$ cat src/rtl/tdpt_pkg.sv
`timescale 1ns / 1ps

package tdpt_pkg;

  // first trial divisor
  localparam int unsigned DivisorStart = 2;

  // status of the shared divider as seen by the sequencer
  typedef struct packed {
    logic busy;
    logic done;
  } div_status_t;

endpackage

$ cat src/rtl/tdpt_div.sv
`timescale 1ns / 1ps

module tdpt_div #(
  parameter int unsigned VALUE_WIDTH = 32
) (
  input  logic                     clk_i,
  input  logic                     rst_ni,
  input  logic                     start_i,
  input  logic [VALUE_WIDTH-1:0]   dividend_i,
  input  logic [VALUE_WIDTH-1:0]   divisor_i,
  output tdpt_pkg::div_status_t    status_o,
  output logic [VALUE_WIDTH-1:0]   quotient_o,
  output logic [VALUE_WIDTH-1:0]   remainder_o
);

  localparam int unsigned CntW = $clog2(VALUE_WIDTH + 1);

  logic                   busy_q, busy_d;
  logic                   done_q, done_d;
  logic [CntW-1:0]        cnt_q, cnt_d;
  logic [VALUE_WIDTH-1:0] rem_q, rem_d;
  logic [VALUE_WIDTH-1:0] quo_q, quo_d;
  logic [VALUE_WIDTH-1:0] dvs_q, dvs_d;

  // one restoring step: shift in the next dividend bit and try a subtract
  logic [VALUE_WIDTH:0]   shifted;
  logic [VALUE_WIDTH:0]   diff;

  assign shifted = {rem_q, quo_q[VALUE_WIDTH-1]};
  assign diff    = shifted - {1'b0, dvs_q};

  always_comb begin
    busy_d = busy_q;
    done_d = 1'b0;
    cnt_d  = cnt_q;
    rem_d  = rem_q;
    quo_d  = quo_q;
    dvs_d  = dvs_q;
    if (start_i && !busy_q) begin
      busy_d = 1'b1;
      cnt_d  = CntW'(VALUE_WIDTH);
      rem_d  = '0;
      quo_d  = dividend_i;
      dvs_d  = divisor_i;
    end else if (busy_q) begin
      if (!diff[VALUE_WIDTH]) begin
        rem_d = diff[VALUE_WIDTH-1:0];
        quo_d = {quo_q[VALUE_WIDTH-2:0], 1'b1};
      end else begin
        rem_d = shifted[VALUE_WIDTH-1:0];
        quo_d = {quo_q[VALUE_WIDTH-2:0], 1'b0};
      end
      cnt_d = cnt_q - CntW'(1);
      if (cnt_q == CntW'(1)) begin
        busy_d = 1'b0;
        done_d = 1'b1;
      end
    end
  end

  // control state
  always_ff @(posedge clk_i or negedge rst_ni) begin
    if (!rst_ni) begin
      busy_q <= 1'b0;
      done_q <= 1'b0;
      cnt_q  <= '0;
    end else begin
      busy_q <= busy_d;
      done_q <= done_d;
      cnt_q  <= cnt_d;
    end
  end

  // datapath registers
  always_ff @(posedge clk_i) begin
    rem_q <= rem_d;
    quo_q <= quo_d;
    dvs_q <= dvs_d;
  end

  assign status_o.busy = busy_q;
  assign status_o.done = done_q;
  assign quotient_o    = quo_q;
  assign remainder_o   = rem_q;

endmodule

$ cat src/rtl/trial_division_prime_test_top.sv
`timescale 1ns / 1ps
// sequence: candidates 0 and 1 go straight to the finish state; otherwise the
//   bit-serial shared divider runs once per trial divisor, up to k, the last
//   divisor tried (at most floor(sqrt(candidate)) + 1)
// throughput: one item at a time; the next item is taken once the result
//   is in the output register
// reset: asynchronous active low, clears the sequencer and the output valid

module trial_division_prime_test_top #(
  parameter int unsigned VALUE_WIDTH = 32
) (
  input  logic        clk_i,
  input  logic        rst_ni,
  input  logic        s_axis_tvalid_i,
  output logic        s_axis_tready_o,
  input  logic [31:0] s_axis_tdata_i,   // [31:0] candidate
  output logic        m_axis_tvalid_o,
  input  logic        m_axis_tready_i,
  output logic [31:0] m_axis_tdata_o,   // [31:0] candidate_echo
  output logic        m_axis_tuser_o    // [0] is_prime_flag
);

  typedef enum logic [1:0] {
    StIdle,
    StStart,
    StWait,
    StFinish
  } state_e;

  state_e                  state_q;
  logic [VALUE_WIDTH-1:0]  n_q;
  logic [VALUE_WIDTH-1:0]  d_q;
  logic                    prime_q;
  logic                    out_valid_q;
  logic                    out_flag_q;
  logic [31:0]             out_echo_q;

  logic [VALUE_WIDTH-1:0]  cand_ext;
  logic [31:0]             n_echo;
  logic                    div_start;
  tdpt_pkg::div_status_t   div_status;
  logic [VALUE_WIDTH-1:0]  div_quo;
  logic [VALUE_WIDTH-1:0]  div_rem;
  logic                    out_free;

  // fit the candidate to the datapath width and the echo back to 32 bits
  if (VALUE_WIDTH > 32) begin : g_wide
    assign cand_ext = {{(VALUE_WIDTH-32){1'b0}}, s_axis_tdata_i};
    assign n_echo   = n_q[31:0];
  end else if (VALUE_WIDTH == 32) begin : g_exact
    assign cand_ext = s_axis_tdata_i;
    assign n_echo   = n_q;
  end else begin : g_narrow
    assign cand_ext = s_axis_tdata_i[VALUE_WIDTH-1:0];
    assign n_echo   = {{(32-VALUE_WIDTH){1'b0}}, n_q};
  end

  // shared divider computes n / d and n % d for each trial
  tdpt_div #(
    .VALUE_WIDTH(VALUE_WIDTH)
  ) u_div (
    .clk_i      (clk_i),
    .rst_ni     (rst_ni),
    .start_i    (div_start),
    .dividend_i (n_q),
    .divisor_i  (d_q),
    .status_o   (div_status),
    .quotient_o (div_quo),
    .remainder_o(div_rem)
  );

  assign div_start       = (state_q == StStart);
  assign out_free        = !out_valid_q || m_axis_tready_i;
  assign s_axis_tready_o = (state_q == StIdle);

  // sequencer and output register
  always_ff @(posedge clk_i or negedge rst_ni) begin
    if (!rst_ni) begin
      state_q     <= StIdle;
      n_q         <= '0;
      d_q         <= '0;
      prime_q     <= 1'b0;
      out_valid_q <= 1'b0;
      out_flag_q  <= 1'b0;
      out_echo_q  <= '0;
    end else begin
      // finish state reloads the output register itself
      if (out_valid_q && m_axis_tready_i && (state_q != StFinish)) begin
        out_valid_q <= 1'b0;
      end
      case (state_q)
        StIdle: begin
          if (s_axis_tvalid_i) begin
            n_q <= cand_ext;
            d_q <= VALUE_WIDTH'(tdpt_pkg::DivisorStart);
            if (cand_ext < VALUE_WIDTH'(tdpt_pkg::DivisorStart)) begin
              prime_q <= 1'b0;
              state_q <= StFinish;
            end else begin
              state_q <= StStart;
            end
          end
        end
        StStart: begin
          state_q <= StWait;
        end
        StWait: begin
          if (div_status.done) begin
            if (d_q > div_quo) begin
              // divisor squared now exceeds the candidate
              prime_q <= 1'b1;
              state_q <= StFinish;
            end else if (div_rem == '0) begin
              prime_q <= 1'b0;
              state_q <= StFinish;
            end else begin
              d_q     <= d_q + VALUE_WIDTH'(1);
              state_q <= StStart;
            end
          end
        end
        StFinish: begin
          if (out_free) begin
            out_valid_q <= 1'b1;
            out_flag_q  <= prime_q;
            out_echo_q  <= n_echo;
            state_q     <= StIdle;
          end
        end
        default: begin
          state_q <= StIdle;
        end
      endcase
    end
  end

  assign m_axis_tvalid_o = out_valid_q;
  assign m_axis_tdata_o  = out_echo_q;
  assign m_axis_tuser_o  = out_flag_q;

  // divider is only started when it is free
  assert property (@(posedge clk_i) disable iff (!rst_ni)
    div_start |-> !div_status.busy)
    else $error("divider started while busy");

  // trial divisors never drop below the first one
  assert property (@(posedge clk_i) disable iff (!rst_ni)
    (state_q == StWait) |-> (d_q >= VALUE_WIDTH'(tdpt_pkg::DivisorStart)))
    else $error("trial divisor below start value");

  // an accepted item closes the input until its result is posted
  assert property (@(posedge clk_i) disable iff (!rst_ni)
    (s_axis_tvalid_i && s_axis_tready_o) |=> !s_axis_tready_o)
    else $error("input reopened right after accept");

  // a value reported prime is at least two
  assert property (@(posedge clk_i) disable iff (!rst_ni)
    (m_axis_tvalid_o && m_axis_tuser_o) |->
      ((VALUE_WIDTH > 32) || (m_axis_tdata_o >= 32'd2)))
    else $error("value below two reported prime");

endmodule
$ cat config.mk
export PLATFORM = sky130hd
export DESIGN_NAME = trial_division_prime_test_top
export DESIGN_NICKNAME = d
export VERILOG_FILES = /design/src/rtl/tdpt_pkg.sv /design/src/rtl/tdpt_div.sv /design/src/rtl/trial_division_prime_test_top.sv
export SDC_FILE = /design/constraint.sdc
export NUM_CORES = 1
export LEC_CHECK = 0
export BUFFER_PORTS_ARGS = -buffer_cell sky130_fd_sc_hd__buf_2
export CAP_MARGIN = 20
export CORE_MARGIN = 1.5
export CORE_UTILIZATION = 35
export CTS_CLUSTER_DIAMETER = 200
export CTS_CLUSTER_SIZE = 40
export DETAILED_ROUTE_END_ITERATION = 8
export PLACE_DENSITY_LB_ADDON = 0.3
export SLEW_MARGIN = 10
export SYNTH_ARGS = -nofsm -noshare
export SYNTH_HDL_FRONTEND = slang
export SYNTH_SLANG_ARGS = --single-unit
$ cat constraint.sdc
create_clock -name clk_i -period 3.57 [get_ports clk_i]
set_input_delay 0.1785 -clock clk_i [delete_from_list [all_inputs] [get_ports clk_i]]
set_output_delay 0.1785 -clock clk_i [all_outputs]
set_load 0.02 [all_outputs]
==> impl_metrics.tcl, run 1 <==
set metrics [dict create \
    fin_crit_sh_pct 87.5 \
    cp.required_ns 3.97 \
    portBuffers 70 \
    rsz0062_at_grt "false" \
    post_drt_wl_per_cell_um 16.0 \
    p_sw_share_pct 36.6 \
    synth_fp_nets 1269 \
    io_pins 71 \
    syn_avg_cell_area_um2 9.75 \
    synth_edf_count 64 \
    diodes 0 \
    setup-violations-final 0 \
    cts_buffers 9 \
    synth_top_area_cell "dfrtp_1" \
    slew_headroom_pct 30.4 \
    avgViaCountPerCell 5.28 \
    htreeDepth 1 \
    drv_cap 0 \
    cp_num_buf_inv 1 \
    vias 8697 \
    status "finished, final reports clean" \
    core_um2 31700 \
    dp_hpwl_um 19200 \
    finalWirelength_um 26400 \
    worstSetupEndpointType "flop" \
    fin_util_pct 39.9 \
    crit_fanout 14 \
    drt_iter0_markers 376 \
    yosys.area.top_type_share_pct 24.0 \
    start_util_pct 35.8 \
    powerDensity_nw_per_um2 566 \
    fin_area_um2 12700 \
    cts.sinks 205 \
    area_growth_pct 11.4 \
    worstSetupPathType "reg2reg" \
    crit_arrival_ns 3.52 \
    ant_nets 0 \
    hold_viol 0 \
    p_leak_uw 0.00564 \
    slew_violations 0 \
    synth.area.top_cells "dfrtp_1 24%, edfxtp_1 17%, ha_1 7.4%, nand2_1 6.7%, dfxtp_1 5.6%" \
    finalCriticalPeriod_ns 3.12 \
    rows 65 \
    cp_top_family "compound AO/OA/AOI/OAI gates" \
    ys_ff_latch 205 \
    tns_ns 0 \
    grt_overflow 0 \
    fillerInstances 3136 \
    drc 0 \
    power_frac_comb_pct 31.8 \
    clockRootBuffer "clkbuf_16" \
    slowest_delay_ns 0.48 \
    place.gp.congestion 0.864 \
    clock_latency_ns 0.49 \
    intPower_uw 4550 \
    antenna_found_initial 0 \
    netlist_instances 1165 \
    synth.distinct_cells 82 \
    ys.flop_type "dfrtp_1" \
    netlist_area_um2 11400 \
    startpoint_type "flop" \
    drive_gt1_share_pct 12.5 \
    clk_pin_slew_ns 0.15 \
    grt_pass1_vias 8578 \
    nNetsFinal 1346 \
    worst_slew_pin_slew_ns 1.04 \
    die_h_um 183 \
    die_w_um 183 \
    tritoncts "built" \
    hold_path.class "in2reg" \
    first_pass_iters 5 \
    ir_drop_mv 0.381 \
    p_clk_share_pct 17.2 \
    cp_cell_sequence "inv_1 > ha_1 > fa_1 > nor2b_1 > o2111ai_1 > nand2_1 > o21a_1 > o211ai_1 > a211o_2 > a32o_1 > a31o_1" \
    cp_slowest_cell "a211o_2" \
    synthArstFlopShare_pct 53.2 \
    hold_ws_ns 0.0288 \
    dpl_cell_area_um2 12100 \
    yosysWarnings 0 \
    post_cts_resize_count 0 \
    seq_area_frac_synth_pct 46.6 \
    power_frac_seq_pct 51.0 \
    skew_ns 0.0629 \
    grt_max_degree 62 \
    power.switching_uw 2620 \
    grt_usage_pct 16.2 \
    dieArea_um2 33500 \
    grt_pass1_wl_um 44500 \
    fmax_mhz 320 \
    cts_max_path_buffers 3 \
]
-- metal layers --
layer | global-route usage (%) | up-vias | share of wire (%)
met5 | 0 | - | 0
met4 | 3.74 | 0 | 1.7
met3 | 1.21 | 28 | 2.8
met2 | 27.0 | 144 | 46
met1 | 22.9 | 4166 | 49
li1 | - | 4359 | -
-- flip-flops by register name, summed over array words and instances (netlist names) --
name,cells
m_axis_tvalid_o,1
u_div.busy_q,1
prime_q,1
u_div.cnt_q,6
u_div.quotient_o,32
m_axis_tdata_o,32
d_q,32
u_div.dvs_q,32
u_div.done_q,1
m_axis_tuser_o,1
u_div.remainder_o,32
state_q,2
n_echo,32
-- Yosys cell counts, types with 14 or more instances --
| cell | n |
|---|---|
| nand2_1 | 203 |
| dfrtp_1 | 109 |
| inv_1 | 75 |
| ha_1 | 67 |
| edfxtp_1 | 64 |
| o21ai_0 | 61 |
| a21oi_1 | 57 |
| nor2_1 | 36 |
| clkbuf_1 | 34 |
| mux2_2 | 33 |
| dfxtp_1 | 32 |
| nand3_1 | 27 |
| o21ai_1 | 26 |
| a21o_1 | 24 |
| nand4_1 | 24 |
| mux2i_1 | 23 |
| xnor2_1 | 22 |
| nor3_1 | 17 |
| nor4_1 | 17 |
| a31oi_1 | 15 |
| and3_1 | 14 |
-- layout make-up --
cell class | instances | area (um2) | area share [%]
repair buffers | 118 | 808 | 6.39
well taps | 402 | 503 | 3.97
multi-input cells | 832 | 5500 | 43.5
clock inverters | 1 | 30.0 | 0.237
clock buffers | 12 | 236 | 1.87
flip-flops and latches | 205 | 5290 | 41.8
inverters | 76 | 285 | 2.25
-- what timing repair did --
action | CTS | global route
endpoints found under the hold margin | 91 | 0
setup endpoints to repair | 0 | 0
hold buffers | 33 | 0
setup buffers | 0 | 0
-- worst min-delay path, cell delays in order --
cell	delay [ns]
buf_2	0.10
nand2_1	0.12
nand2_1	0.09
-- final timing paths --
check,start,to,slack [ns],depth (start not counted)
min in group asynchronous,rst_ni,d_q[28],0.32,2
min reg2reg,u_div.remainder_o[3],u_div.remainder_o[3],0.50,2
max reg2reg,u_div.quotient_o[31],u_div.remainder_o[21],0.45,11
max,u_div.quotient_o[31],u_div.remainder_o[21],0.45,11
max in group asynchronous,rst_ni,n_echo[10],2.22,3
min,s_axis_tdata_i[1],n_echo[1],0.03,3
-- cell families after synthesis --
group	synth area share, %
AO/OA/AOI/OAI	15.9
XOR/XNOR	2.39
adder cells (fa/ha/maj)	7.56
buffers and inverters	5.21
flip-flops	46.6
multiplexers	5.30
AND/OR/NAND/NOR	17.0
-- power by group through the flow --
stage / sequential (uW) / combinational (uW) / clock (uW)
2_1_floorplan: 3690 / 1480 / 0
3_3_place_gp: 3700 / 2220 / 0
3_5_place_dp: 3700 / 2270 / 0
4_1_cts: 3650 / 2310 / 1280
5_1_grt: 3760 / 2580 / 1350
6_report: 3650 / 2280 / 1230
-- metrics by stage --
stage / setup slack (ns) / instances / total power [uW]
6_report: 0.448 / 1646 / 7170
5_1_grt: 0.247 / 1646 / 7690
2_1_floorplan: 0.865 / 1165 / 5170
4_1_cts: 0.430 / 1646 / 7250
3_3_place_gp: 0.498 / 1600 / 5910
3_5_place_dp: 0.468 / 1600 / 5980
-- placed cells by master (no fill, tap or decap), drive strengths merged, types with 13 or more instances in the layout --
| cell type | n |
|---|---|
| a21o | 25 |
| a21oi | 58 |
| a31oi | 15 |
| and3 | 15 |
| buf | 85 |
| dfrtp | 109 |
| dfxtp | 32 |
| dlygate4sd3 | 33 |
| edfxtp | 64 |
| ha | 67 |
| inv | 76 |
| mux2 | 33 |
| mux2i | 23 |
| nand2 | 204 |
| nand3 | 27 |
| nand4 | 25 |
| nor2 | 36 |
| nor3 | 18 |
| nor4 | 17 |
| o21ai | 88 |
| or3 | 13 |
| xnor2 | 22 |
Note: power is estimated with default switching activity, not from simulation.
==> run 2, diff against run 1 <==
--- a/config.mk
+++ b/config.mk
@@ -12,7 +12,7 @@
 export CTS_CLUSTER_DIAMETER = 200
 export CTS_CLUSTER_SIZE = 40
 export DETAILED_ROUTE_END_ITERATION = 8
-export PLACE_DENSITY_LB_ADDON = 0.3
+export PLACE_DENSITY = 0.6
 export SLEW_MARGIN = 10
 export SYNTH_ARGS = -nofsm -noshare
 export SYNTH_HDL_FRONTEND = slang
==> run 2 against run 1 <==
Sequential power about the same. Worst hold slack worse by 0.022 ns. Routed wire length down 0.92%. Design area about the same. Cell count about the same. Global-route usage down 0.32 points. Sequential share of layout area about the same. Critical path depth up 1. Sequential cell count unchanged. Largest power group unchanged. Highest routed layer unchanged.
==> impl_metrics.tcl, run 2 (synthesis gave the netlist of run 1 again) <==
set metrics [dict create \
    fin_ws_ns 0.358 \
    startpoint_type "flop" \
    crit_start "u_div.quotient_o[31]" \
    slew_violations 0 \
    cts.sinks 205 \
    powerDensity_nw_per_um2 566 \
    fmax_mhz 311 \
    final_common_cell "nand2_1" \
    layout_common_cells "203 x nand2_1, 109 x dfrtp_1, 75 x inv_1" \
    worstSetupEndpointType "flop" \
    ir_drop_mv 0.375 \
    avgViaCountPerCell 5.35 \
    first_pass_iters 5 \
    drt_iter0_markers 479 \
    timing.rr.end "u_div.remainder_o[1]" \
    clockRootBuffer "clkbuf_16" \
    place.gp.congestion 0.881 \
    nNetsFinal 1344 \
    setup-violations-final 0 \
    io_pins 71 \
    p_leak_uw 0.00564 \
    grt_pass1_vias 8612 \
    grt_pass1_wl_um 43700 \
    finalCriticalPeriod_ns 3.21 \
    fillerInstances 3135 \
    skew_ns 0.0625 \
    worst_slew_pin_slew_ns 1.02 \
    clock_latency_ns 0.48 \
    slew_headroom_pct 31.9 \
    grt_usage_pct 15.8 \
    crit_top_cell "nand2_1" \
    hold_buffers 32 \
    cp.required_ns 3.96 \
    hold_viol 0 \
    grt_overflow 0 \
    dp_hpwl_um 19000 \
    cp_slowest_cell "a211oi_4" \
    cp_cell_sequence "inv_1 > ha_1 > fa_1 > nor2b_1 > o2111ai_1 > nand2_1 > o21a_1 > o211ai_1 > a211oi_4 > buf_12 > nand2_1 > a32o_1" \
    cts_max_path_buffers 3 \
    antenna_found_initial 0 \
    reg2reg_from "u_div.quotient_o[31]" \
    dieArea_um2 33500 \
    drc 0 \
    area_growth_pct 11.5 \
    path_depth 12 \
    cp_top_family "compound AO/OA/AOI/OAI gates" \
    r2r_cells 12 \
    clk_pin_slew_ns 0.15 \
    die_h_um 183 \
    post_cts_resize_count 0 \
    rrSetupSlack_ns 0.36 \
    status "finished, final reports clean" \
    worstSetupPathType "reg2reg" \
    drv_cap 0 \
    rows 65 \
    crit_end "u_div.remainder_o[1]" \
    rsz0062_at_grt "false" \
    portBuffers 70 \
    die_w_um 183 \
    cp_num_buf_inv 2 \
    htreeDepth 1 \
    tritoncts "built" \
    crit_arrival_ns 3.60 \
    start_util_pct 35.8 \
    crit_fanout 18 \
    core_um2 31700 \
    drive_gt1_share_pct 12.5 \
    ant_nets 0 \
    finalWirelength_um 26200 \
    vias 8796 \
    fin_crit_sh_pct 90.0 \
    tns_ns 0 \
    hold_path.class "in2reg" \
    grt_max_degree 66 \
    cts_buffers 9 \
    dp_slack_ns 0.415 \
    cts_setup_buffers 0 \
    post_drt_wl_per_cell_um 15.9 \
    slowest_delay_ns 0.48 \
]
-- run 2: changes by cell type in the layout (fill, tap and decap cells not counted), sizes merged --
| cell | previous run | this run |
|---|---|---|
| buf | 85 | 84 |
| dlygate4sd3 | 33 | 32 |
| diode | 0 | 1 |
-- run 2: how the worst min path moves through the flow --
stage,from,to,slack (ns),cells after the start
floorplan,rst_ni,d_q[0],-0.12,0
global placement,rst_ni,m_axis_tdata_o[26],0.35,1
detailed placement,rst_ni,m_axis_tdata_o[26],0.35,1
CTS,m_axis_tready_i,m_axis_tvalid_o,0.01,3
global route,m_axis_tready_i,m_axis_tvalid_o,0.02,3
finish,s_axis_tdata_i[1],n_echo[1],0.007,3
-- run 2: routing by layer --
layer	global-route usage (%)	wire length, um	vias to the layer above	part of all wire (%)
met1	21.9	12600	4203	48
met5	0	0	-	0
met3	1.25	870	40	3.3
li1	-	-	4353	-
met2	26.7	12100	200	46
met4	4.43	594	0	2.3
-- run 2: power breakdown --
part | switching (uW) | total, uW | internal [uW]
registers | 589 | 3670 | 3080
logic | 1300 | 2270 | 973
clock network | 737 | 1230 | 489
total | 2630 | 7170 | 4540
-- run 2: stage by stage --
stage | std cells | util [%] | instance area [um2] | hold WS, ns | total power, uW
after floorplan | 1165 | - | 11400 | -0.117 | 5170
after global placement | 1599 | 38.1 | 12100 | 0.349 | 5900
after detailed placement | 1599 | 38.1 | 12100 | 0.347 | 5970
after CTS | 1644 | 39.9 | 12700 | 0.0138 | 7230
after global routing | 1644 | 39.9 | 12700 | 0.0238 | 7670
final | 1645 | 39.9 | 12700 | 0.00722 | 7170
-- run 2: worst min-delay path, stage by stage --
cell and delay, ns:
buf_2 0.10, nand2_1 0.11, nand2_1 0.08
-- run 2: cell type report --
class | instances | area, um2 | share of cell area (%)
antenna | 1 | 2.50 | 0.0198
clock buffer | 12 | 236 | 1.87
clock inverter | 1 | 30.0 | 0.237
inverter | 76 | 285 | 2.25
multi-input combinational | 832 | 5500 | 43.4
sequential | 205 | 5290 | 41.8
tap | 402 | 503 | 3.97
timing repair buffer | 116 | 816 | 6.44
